<file path="src/hw/rtl/ppc_pkg.sv">
// Types and field widths of the polynomial phase phasor cascade.
package ppc_pkg;

    localparam int FUNC_W   = 1;
    localparam int ORDER_W  = 3;
    localparam int JOINT_W  = 3;
    localparam int SAMPLE_W = 16;
    localparam int DEGREE_W = 3;

    // command codes
    localparam logic [FUNC_W-1:0] FUNC_LOAD = 1'b0;
    localparam logic [FUNC_W-1:0] FUNC_STEP = 1'b1;

    // one phasor word: real in the low half, imaginary in the high half
    typedef struct packed {
        logic signed [SAMPLE_W-1:0] im;
        logic signed [SAMPLE_W-1:0] re;
    } phasor_t;

    typedef struct packed {
        logic [FUNC_W-1:0]          func;
        logic [ORDER_W-1:0]         target_order;
        logic [JOINT_W-1:0]         target_joint;
        logic signed [SAMPLE_W-1:0] load_real;
        logic signed [SAMPLE_W-1:0] load_imag;
    } cmd_word_t;

    typedef struct packed {
        logic [JOINT_W-1:0]         out_joint;
        logic signed [SAMPLE_W-1:0] cos_value;
        logic signed [SAMPLE_W-1:0] sin_value;
        logic                       last;
    } sample_word_t;

    typedef logic [DEGREE_W-1:0] degree_t;

endpackage

</file>
<file path="src/hw/rtl/ppc_stream_if.sv">
// Valid/ready channel carrying one word of a chosen payload type.
interface ppc_stream_if #(
    parameter type payload_t = logic
);
    logic     valid;
    logic     ready;
    payload_t data;

    modport source (output valid, output data, input ready);
    modport sink   (input valid, input data, output ready);
endinterface

</file>
<file path="src/hw/rtl/ppc_cmul.sv">
// Two-stage Q1.15 complex multiplier with round-to-nearest and saturation.
module ppc_cmul (
    input  logic             clk,
    input  ppc_pkg::phasor_t a,
    input  ppc_pkg::phasor_t b,
    output ppc_pkg::phasor_t prod
);
    import ppc_pkg::*;

    localparam int PROD_W = 2 * SAMPLE_W;
    localparam int SUM_W  = PROD_W + 1;
    localparam int Q_W    = SUM_W - (SAMPLE_W - 1);

    logic signed [PROD_W-1:0] p_rr_reg, p_ii_reg, p_ri_reg, p_ir_reg;
    phasor_t                  prod_reg;
    phasor_t                  prod_next;
    logic signed [SUM_W-1:0]  sum_re, sum_im;

    // Q3.30 sum to Q1.15: add half an LSB, floor shift, clamp
    function automatic logic signed [SAMPLE_W-1:0] round_sat(
        input logic signed [SUM_W-1:0] acc
    );
        logic signed [SUM_W-1:0] biased;
        logic signed [Q_W-1:0]   q;
        logic signed [Q_W-1:0]   q_max;
        logic signed [Q_W-1:0]   q_min;
        biased = acc + SUM_W'(signed'(1 <<< (SAMPLE_W - 2)));
        q      = biased[SUM_W-1:SAMPLE_W-1];
        q_max  = Q_W'((1 <<< (SAMPLE_W - 1)) - 1);
        q_min  = -Q_W'(1 <<< (SAMPLE_W - 1));
        priority if (q > q_max)
            round_sat = q_max[SAMPLE_W-1:0];
        else if (q < q_min)
            round_sat = q_min[SAMPLE_W-1:0];
        else
            round_sat = q[SAMPLE_W-1:0];
    endfunction

    // stage 1: four partial products
    always_ff @(posedge clk)
    begin
        p_rr_reg <= a.re * b.re;
        p_ii_reg <= a.im * b.im;
        p_ri_reg <= a.re * b.im;
        p_ir_reg <= a.im * b.re;
    end

    // stage 2: sums, rounding, saturation
    always_comb
    begin
        sum_re       = SUM_W'(p_rr_reg) - SUM_W'(p_ii_reg);
        sum_im       = SUM_W'(p_ri_reg) + SUM_W'(p_ir_reg);
        prod_next.re = round_sat(sum_re);
        prod_next.im = round_sat(sum_im);
    end

    always_ff @(posedge clk)
    begin
        prod_reg <= prod_next;
    end

    assign prod = prod_reg;

endmodule

</file>
<file path="src/hw/rtl/polynomial_phase_phasor_cascade.sv">
// Top level of the polynomial phase phasor cascade.
//
// Channels: cmd takes load and step words, sample returns one word per
// joint on a step (joint 0 first, last set on the final joint), cfg sets
// the cascade degree (reset value 1, clamped to MAX_ORDER).
// A load word writes one phasor; a load outside the store is dropped.
// A step reads the order-0 phasor of each joint from the phasor memory,
// then advances deg * JOINTS phasors, each by read, read, multiply,
// round and write back. The phasor memory has a single read port; cmd
// is not ready during a step. The sample output register lets the last
// word of a step wait while the advance runs and the next command is
// taken. If the sink stalls, the emission pauses with the word held.
// Reset clears the controller and the output valid; the phasor memory
// is undefined until loaded.
module polynomial_phase_phasor_cascade #(
    parameter int JOINTS    = 7,
    parameter int MAX_ORDER = 5
) (
    input  logic          clk,
    input  logic          rst_n,
    ppc_stream_if.sink    cfg,
    ppc_stream_if.sink    cmd,
    ppc_stream_if.source  sample
);
    import ppc_pkg::*;

    localparam int DEPTH  = JOINTS * (MAX_ORDER + 1);
    localparam int ADDR_W = $clog2(DEPTH);
    localparam int DEG_W  = $clog2(MAX_ORDER + 1);

    // controller states
    localparam logic [2:0] S_IDLE     = 3'd0;
    localparam logic [2:0] S_EMIT_RD  = 3'd1;
    localparam logic [2:0] S_EMIT_CAP = 3'd2;
    localparam logic [2:0] S_UPD_RA   = 3'd3;
    localparam logic [2:0] S_UPD_RB   = 3'd4;
    localparam logic [2:0] S_UPD_MUL  = 3'd5;
    localparam logic [2:0] S_UPD_WAIT = 3'd6;
    localparam logic [2:0] S_UPD_WR   = 3'd7;

    phasor_t            mem [DEPTH];
    phasor_t            rd_data_reg;
    logic [ADDR_W-1:0]  rd_addr;
    logic               wr_en;
    logic [ADDR_W-1:0]  wr_addr;
    phasor_t            wr_data;

    logic [2:0]         state_reg, state_next;
    logic [ADDR_W-1:0]  cnt_reg, cnt_next;
    logic [ADDR_W-1:0]  lim_reg, lim_next;
    logic               upd_en_reg, upd_en_next;
    degree_t            degree_reg;
    phasor_t            a_reg, a_next;
    phasor_t            prod;

    logic               out_valid_reg, out_valid_next;
    sample_word_t       out_data_reg, out_data_next;

    logic               cmd_fire;
    logic               load_ok;
    logic [ADDR_W-1:0]  load_addr;
    logic [DEG_W-1:0]   deg_sat;
    logic               out_free;
    logic               emit_last;
    logic               upd_last;

    // configuration register
    assign cfg.ready = 1'b1;

    always_ff @(posedge clk or negedge rst_n)
    begin
        if (!rst_n)
            degree_reg <= degree_t'(1);
        else if (cfg.valid)
            degree_reg <= cfg.data;
    end

    // phasor memory: one write port, one registered read port
    always_ff @(posedge clk)
    begin
        if (wr_en)
            mem[wr_addr] <= wr_data;
    end

    always_ff @(posedge clk)
    begin
        rd_data_reg <= mem[rd_addr];
    end

    ppc_cmul u_cmul (
        .clk  (clk),
        .a    (a_reg),
        .b    (rd_data_reg),
        .prod (prod)
    );

    // command decode
    assign cmd.ready = (state_reg == S_IDLE);
    assign cmd_fire  = cmd.valid && cmd.ready;
    assign load_ok   = (int'(cmd.data.target_order) <= MAX_ORDER) &&
                       (int'(cmd.data.target_joint) < JOINTS);
    assign load_addr = ADDR_W'(int'(cmd.data.target_order) * JOINTS +
                               int'(cmd.data.target_joint));
    assign deg_sat   = (int'(degree_reg) > MAX_ORDER) ? DEG_W'(MAX_ORDER)
                                                      : DEG_W'(degree_reg);

    assign out_free  = !out_valid_reg || sample.ready;
    assign emit_last = (int'(cnt_reg) == JOINTS - 1);
    assign upd_last  = (cnt_reg == lim_reg);

    // read address per state; the b operand sits one order above a
    always_comb
    begin
        unique case (state_reg)
            S_UPD_RB: rd_addr = cnt_reg + ADDR_W'(JOINTS);
            default:  rd_addr = cnt_reg;
        endcase
    end

    // controller
    always_comb
    begin
        state_next     = state_reg;
        cnt_next       = cnt_reg;
        lim_next       = lim_reg;
        upd_en_next    = upd_en_reg;
        a_next         = a_reg;
        out_valid_next = out_valid_reg;
        out_data_next  = out_data_reg;
        wr_en          = 1'b0;
        wr_addr        = cnt_reg;
        wr_data        = prod;

        if (out_valid_reg && sample.ready)
            out_valid_next = 1'b0;

        unique case (state_reg)
            S_IDLE:
            begin
                if (cmd_fire)
                begin
                    if (cmd.data.func == FUNC_STEP)
                    begin
                        cnt_next    = '0;
                        upd_en_next = (deg_sat != '0);
                        lim_next    = ADDR_W'(int'(deg_sat) * JOINTS - 1);
                        state_next  = S_EMIT_RD;
                    end
                    else
                    begin
                        wr_en      = load_ok;
                        wr_addr    = load_addr;
                        wr_data.re = cmd.data.load_real;
                        wr_data.im = cmd.data.load_imag;
                    end
                end
            end
            S_EMIT_RD:
            begin
                // read only once the output register frees up
                if (out_free)
                    state_next = S_EMIT_CAP;
            end
            S_EMIT_CAP:
            begin
                out_valid_next          = 1'b1;
                out_data_next.out_joint = JOINT_W'(cnt_reg);
                out_data_next.cos_value = rd_data_reg.re;
                out_data_next.sin_value = rd_data_reg.im;
                out_data_next.last      = emit_last;
                if (emit_last)
                begin
                    cnt_next   = '0;
                    state_next = upd_en_reg ? S_UPD_RA : S_IDLE;
                end
                else
                begin
                    cnt_next   = cnt_reg + 1'b1;
                    state_next = S_EMIT_RD;
                end
            end
            S_UPD_RA:
            begin
                state_next = S_UPD_RB;
            end
            S_UPD_RB:
            begin
                a_next     = rd_data_reg;
                state_next = S_UPD_MUL;
            end
            S_UPD_MUL:
            begin
                state_next = S_UPD_WAIT;
            end
            S_UPD_WAIT:
            begin
                state_next = S_UPD_WR;
            end
            S_UPD_WR:
            begin
                // orders are walked upward, so order m+1 is still old here
                wr_en = 1'b1;
                if (upd_last)
                begin
                    cnt_next   = '0;
                    state_next = S_IDLE;
                end
                else
                begin
                    cnt_next   = cnt_reg + 1'b1;
                    state_next = S_UPD_RA;
                end
            end
            default:
            begin
                state_next = S_IDLE;
            end
        endcase
    end

    always_ff @(posedge clk or negedge rst_n)
    begin
        if (!rst_n)
        begin
            state_reg     <= S_IDLE;
            cnt_reg       <= '0;
            lim_reg       <= '0;
            upd_en_reg    <= 1'b0;
            out_valid_reg <= 1'b0;
        end
        else
        begin
            state_reg     <= state_next;
            cnt_reg       <= cnt_next;
            lim_reg       <= lim_next;
            upd_en_reg    <= upd_en_next;
            out_valid_reg <= out_valid_next;
        end
    end

    // payload registers
    always_ff @(posedge clk)
    begin
        a_reg        <= a_next;
        out_data_reg <= out_data_next;
    end

    assign sample.valid = out_valid_reg;
    assign sample.data  = out_data_reg;

endmodule

</file>
<file path="src/flat_wrapper.sv">
// flat-port wrapper written by rule: the top's interface ports become plain ports
module polynomial_phase_phasor_cascade_flat import ppc_pkg::*;
#(
    parameter int JOINTS    = 7,
    parameter int MAX_ORDER = 5
)
  (clk, rst_n, cfg_valid, cfg_data, cfg_ready, cmd_valid, cmd_data, cmd_ready, sample_valid, sample_data, sample_ready);
  ppc_stream_if #(.payload_t(degree_t)) cfg_i ();
  ppc_stream_if #(.payload_t(cmd_word_t)) cmd_i ();
  ppc_stream_if #(.payload_t(sample_word_t)) sample_i ();
  input  logic clk;
  input  logic rst_n;
  input wire logic [$bits(cfg_i.valid)-1:0] cfg_valid;
  input wire logic [$bits(cfg_i.data)-1:0] cfg_data;
  output wire logic [$bits(cfg_i.ready)-1:0] cfg_ready;
  input wire logic [$bits(cmd_i.valid)-1:0] cmd_valid;
  input wire logic [$bits(cmd_i.data)-1:0] cmd_data;
  output wire logic [$bits(cmd_i.ready)-1:0] cmd_ready;
  output wire logic [$bits(sample_i.valid)-1:0] sample_valid;
  output wire logic [$bits(sample_i.data)-1:0] sample_data;
  input wire logic [$bits(sample_i.ready)-1:0] sample_ready;
  assign cfg_i.valid = cfg_valid;
  assign cfg_i.data = cfg_data;
  assign cfg_ready = cfg_i.ready;
  assign cmd_i.valid = cmd_valid;
  assign cmd_i.data = cmd_data;
  assign cmd_ready = cmd_i.ready;
  assign sample_valid = sample_i.valid;
  assign sample_data = sample_i.data;
  assign sample_i.ready = sample_ready;
  polynomial_phase_phasor_cascade #(.JOINTS(JOINTS), .MAX_ORDER(MAX_ORDER)) u_core (.clk(clk), .rst_n(rst_n), .cfg(cfg_i), .cmd(cmd_i), .sample(sample_i));
endmodule
</file>
<file path="config.mk">
export PLATFORM = sky130hd
export DESIGN_NAME = polynomial_phase_phasor_cascade_flat
export DESIGN_NICKNAME = d
export VERILOG_FILES = /design/src/hw/rtl/ppc_pkg.sv /design/src/hw/rtl/ppc_stream_if.sv /design/src/hw/rtl/ppc_cmul.sv /design/src/hw/rtl/polynomial_phase_phasor_cascade.sv /design/src/flat_wrapper.sv
export SDC_FILE = /design/constraint.sdc
export NUM_CORES = 2
export LEC_CHECK = 0
export BUFFER_PORTS_ARGS = -buffer_cell sky130_fd_sc_hd__clkbuf_2
export CAP_MARGIN = 20
export CORE_MARGIN = 2
export CORE_UTILIZATION = 45
export DETAILED_ROUTE_END_ITERATION = 10
export MAX_ROUTING_LAYER = met4
export SYNTH_ARGS = -nofsm -noshare
export SYNTH_HDL_FRONTEND = slang
export SYNTH_SLANG_ARGS = --single-unit
</file>
<file path="constraint.sdc">
create_clock -name clk -period 8.5 [get_ports clk]
set_input_delay 1.7 -clock clk [delete_from_list [all_inputs] [get_ports clk]]
set_output_delay 1.7 -clock clk [all_outputs]
set_load 0.01 [all_outputs]
</file>
==> out/results.ini <==
[yosys]
ys_dominant_reg_cell = edfxtp_1
synth_enable_flop_cells = 1412
yosys.cell_types.count = 88
syn_area_per_cell_um2 = 13.19
yosysWarnings = 0
syn_inst = 7716
ys_ff_latch = 1623
synth_async_sr_flop_share = 0.01171
yosysSeqAreaShare = 0.4590
post_syn_area_um2 = 101800
synth_nets = 9283

[layout]
fillerInstances = 19370
final_util = 0.4990
drive_above_1_share = 0.1228
final_cell_area_um2 = 112200
largest_register_by_flop_count = u_core.mem
final_net_count = 9352
largest_reg_flops = 1344
mostFrequentLayoutCells = 1412 x edfxtp_1, 1212 x inv_1, 1052 x fa_1
leading_cell_type_in_the_layout_fill_and_taps_excluded = edfxtp_1
syn_to_final_growth_pct = 10.25

[timing]
setup-tns-final_ps = 0
final_period_minus_worst_setup_slack_ps = 7391
worst-slew-pin-transition_ps = 1117
timing.final.crit_share = 0.8695
final-hold-violation-count = 0
timing.fmax_ghz = 0.1353
rsz0062_at_grt = no
timing.final.setup_violations = 0
relSlewSlack = 0.2534
fin_skew_ps = 78.76
worst_hold_check_slack_ps = 508.6
slew_viol_final = 0

[drt]
drtAntennaViolNets = 0
dr.first_iter.drc_count = 4433
detail_route.wl_per_cell_um = 23.76
drt-pass1-iter-count = 7
wirelength_um = 259400
drc = 0
dr_total_vias = 59400
viasPerCell = 5.440

[global_route]
grt_use_met1 = 0.2974
grtUsageMet2 = 0.4053
grt_overflow = 0
grt_antenna_before_repair = 6
global_route.peak_usage_layer = met2
track_usage = 0.2378
vias_in_the_first_global_route = 63960
grt_pass1_wl_um = 396400
grt_max_degree = 97
global_route.usage.met3 = 0.03139

[worst_setup_path]
worstRegToRegCells = 20
worst_setup_path_end_kind = flip-flop
required_ps = 9200
setup.worst_path.start_class = flip-flop
cp.arrival_ps = 8090
crit_fanout = 23
worstSetupPathType = reg2reg

[place]
gp_congestion = 0.8958
count_of_port_buffers_added_during_placement = 84
dpl_cell_area_um2 = 106400
detailedPlacementHpwl_um = 181300

[min_path]
min-delay-path-class = reg2reg
hold_depth = 2

[clocking]
clock_tree.root_cell = clkbuf_16
cts.repair_timing.setup_buffer_count = 0
cts_resized = 0
ctsLongestPathBuffers = 3
cts-buffers-inserted = 171
clock-sinks = 1623
tritoncts_clock_tree = built
insertion_delay_ps = 850
cts_hold_buffers = 0
clk_pin_slew_worst_paths_ps = 60
cts_h_tree_depth = 4

[floorplan]
floorplan.core_area_um2 = 224900
placementRows = 174
chipHeight_um = 479.6
overall_die_area_um2 = 230000
start_util = 0.4526
die_width_um = 479.6
design.portCount = 86

[run]
drv.max_cap_violation_count = 0

[outcome]
run_status = finished, final reports clean

-- layout make-up --
cell class	instances	area, um2	share of cell area
clock buffers	213	4529	0.04036
clock inverters	99	1247	0.01112
multi-input cells	4522	49550	0.4415
repair buffers	250	1859	0.01657
flip-flops and latches	1623	46720	0.4163
well taps	2992	3744	0.03336
inverters	1217	4568	0.04071
diodes	2	5.005	0.00004460
-- routing by layer --
layer | share of wire | vias up
li1 | - | 25970
met3 | 0.054 | 386
met4 | 0.030 | 0
met2 | 0.51 | 1691
met1 | 0.40 | 31350
met5 | 0 | -
-- final timing paths --
check / from / endpoint / slack [ps]
max: u_core.rd_data_reg[19]$_DFF_P_ / u_core.u_cmul.p_ii_reg[31]$_DFF_P_ / 1110
min: u_core.lim_reg[2]$_DFFE_PN0P_ / u_core.lim_reg[2]$_DFFE_PN0P_ / 510
max reg2reg: u_core.rd_data_reg[19]$_DFF_P_ / u_core.u_cmul.p_ii_reg[31]$_DFF_P_ / 1110
min reg2reg: u_core.lim_reg[2]$_DFFE_PN0P_ / u_core.lim_reg[2]$_DFFE_PN0P_ / 510
max in group asynchronous: rst_n / u_core.degree_reg[0]$_DFFE_PN1P_ / 7300
min in group asynchronous: rst_n / u_core.cnt_reg[1]$_DFFE_PN0P_ / 840
-- per-stage QoR --
step                      worst slack (ps)  instances
after floorplan                       2291       7716
after global placement                1257      10600
after detailed placement              1138      10600
after CTS                             1126      10920
after global routing                 569.5      10920
final                                 1109      10920
-- critical path, cell delays in order, from the launching register on --
cell and delay [ps]:
dfxtp_1 930, buf_4 440, nand2_1 110, fa_1 500, fa_1 460, fa_1 550, inv_1 40, ha_1 280
fa_1 500, fa_1 410, ha_1 340, a2111oi_0 400, o21ai_1 210, a41oi_1 520, o31ai_1 240, o21a_1 230
nor2_1 290, o211ai_1 180, a31o_1 250, a31oi_1 210, xnor2_1 100
-- logic make-up after synthesis --
group / share of synthesized area
other: 0.00003684
multiplexers: 0.07862
XOR/XNOR: 0.01615
adder cells (fa/ha/maj): 0.2644
buffers and inverters: 0.05835
AO/OA/AOI/OAI: 0.03874
flip-flops: 0.4590
AND/OR/NAND/NOR: 0.08468
-- Yosys cell counts (138+ instances only) --
cell type,n,area [um2]
mux4_2,320,7207
nand2_1,886,3326
and2_1,480,3003
inv_1,1213,4553
dfxtp_1,192,3844
clkbuf_1,283,1062
ha_1,468,5856
xnor2_1,138,1209
a21oi_1,192,960.9
edfxtp_1,1412,42400
fa_1,1052,21060
nor2_1,172,645.6
Power is not shown: default switching activity piles up to over one toggle a cycle in this logic, so the estimate is an artifact.
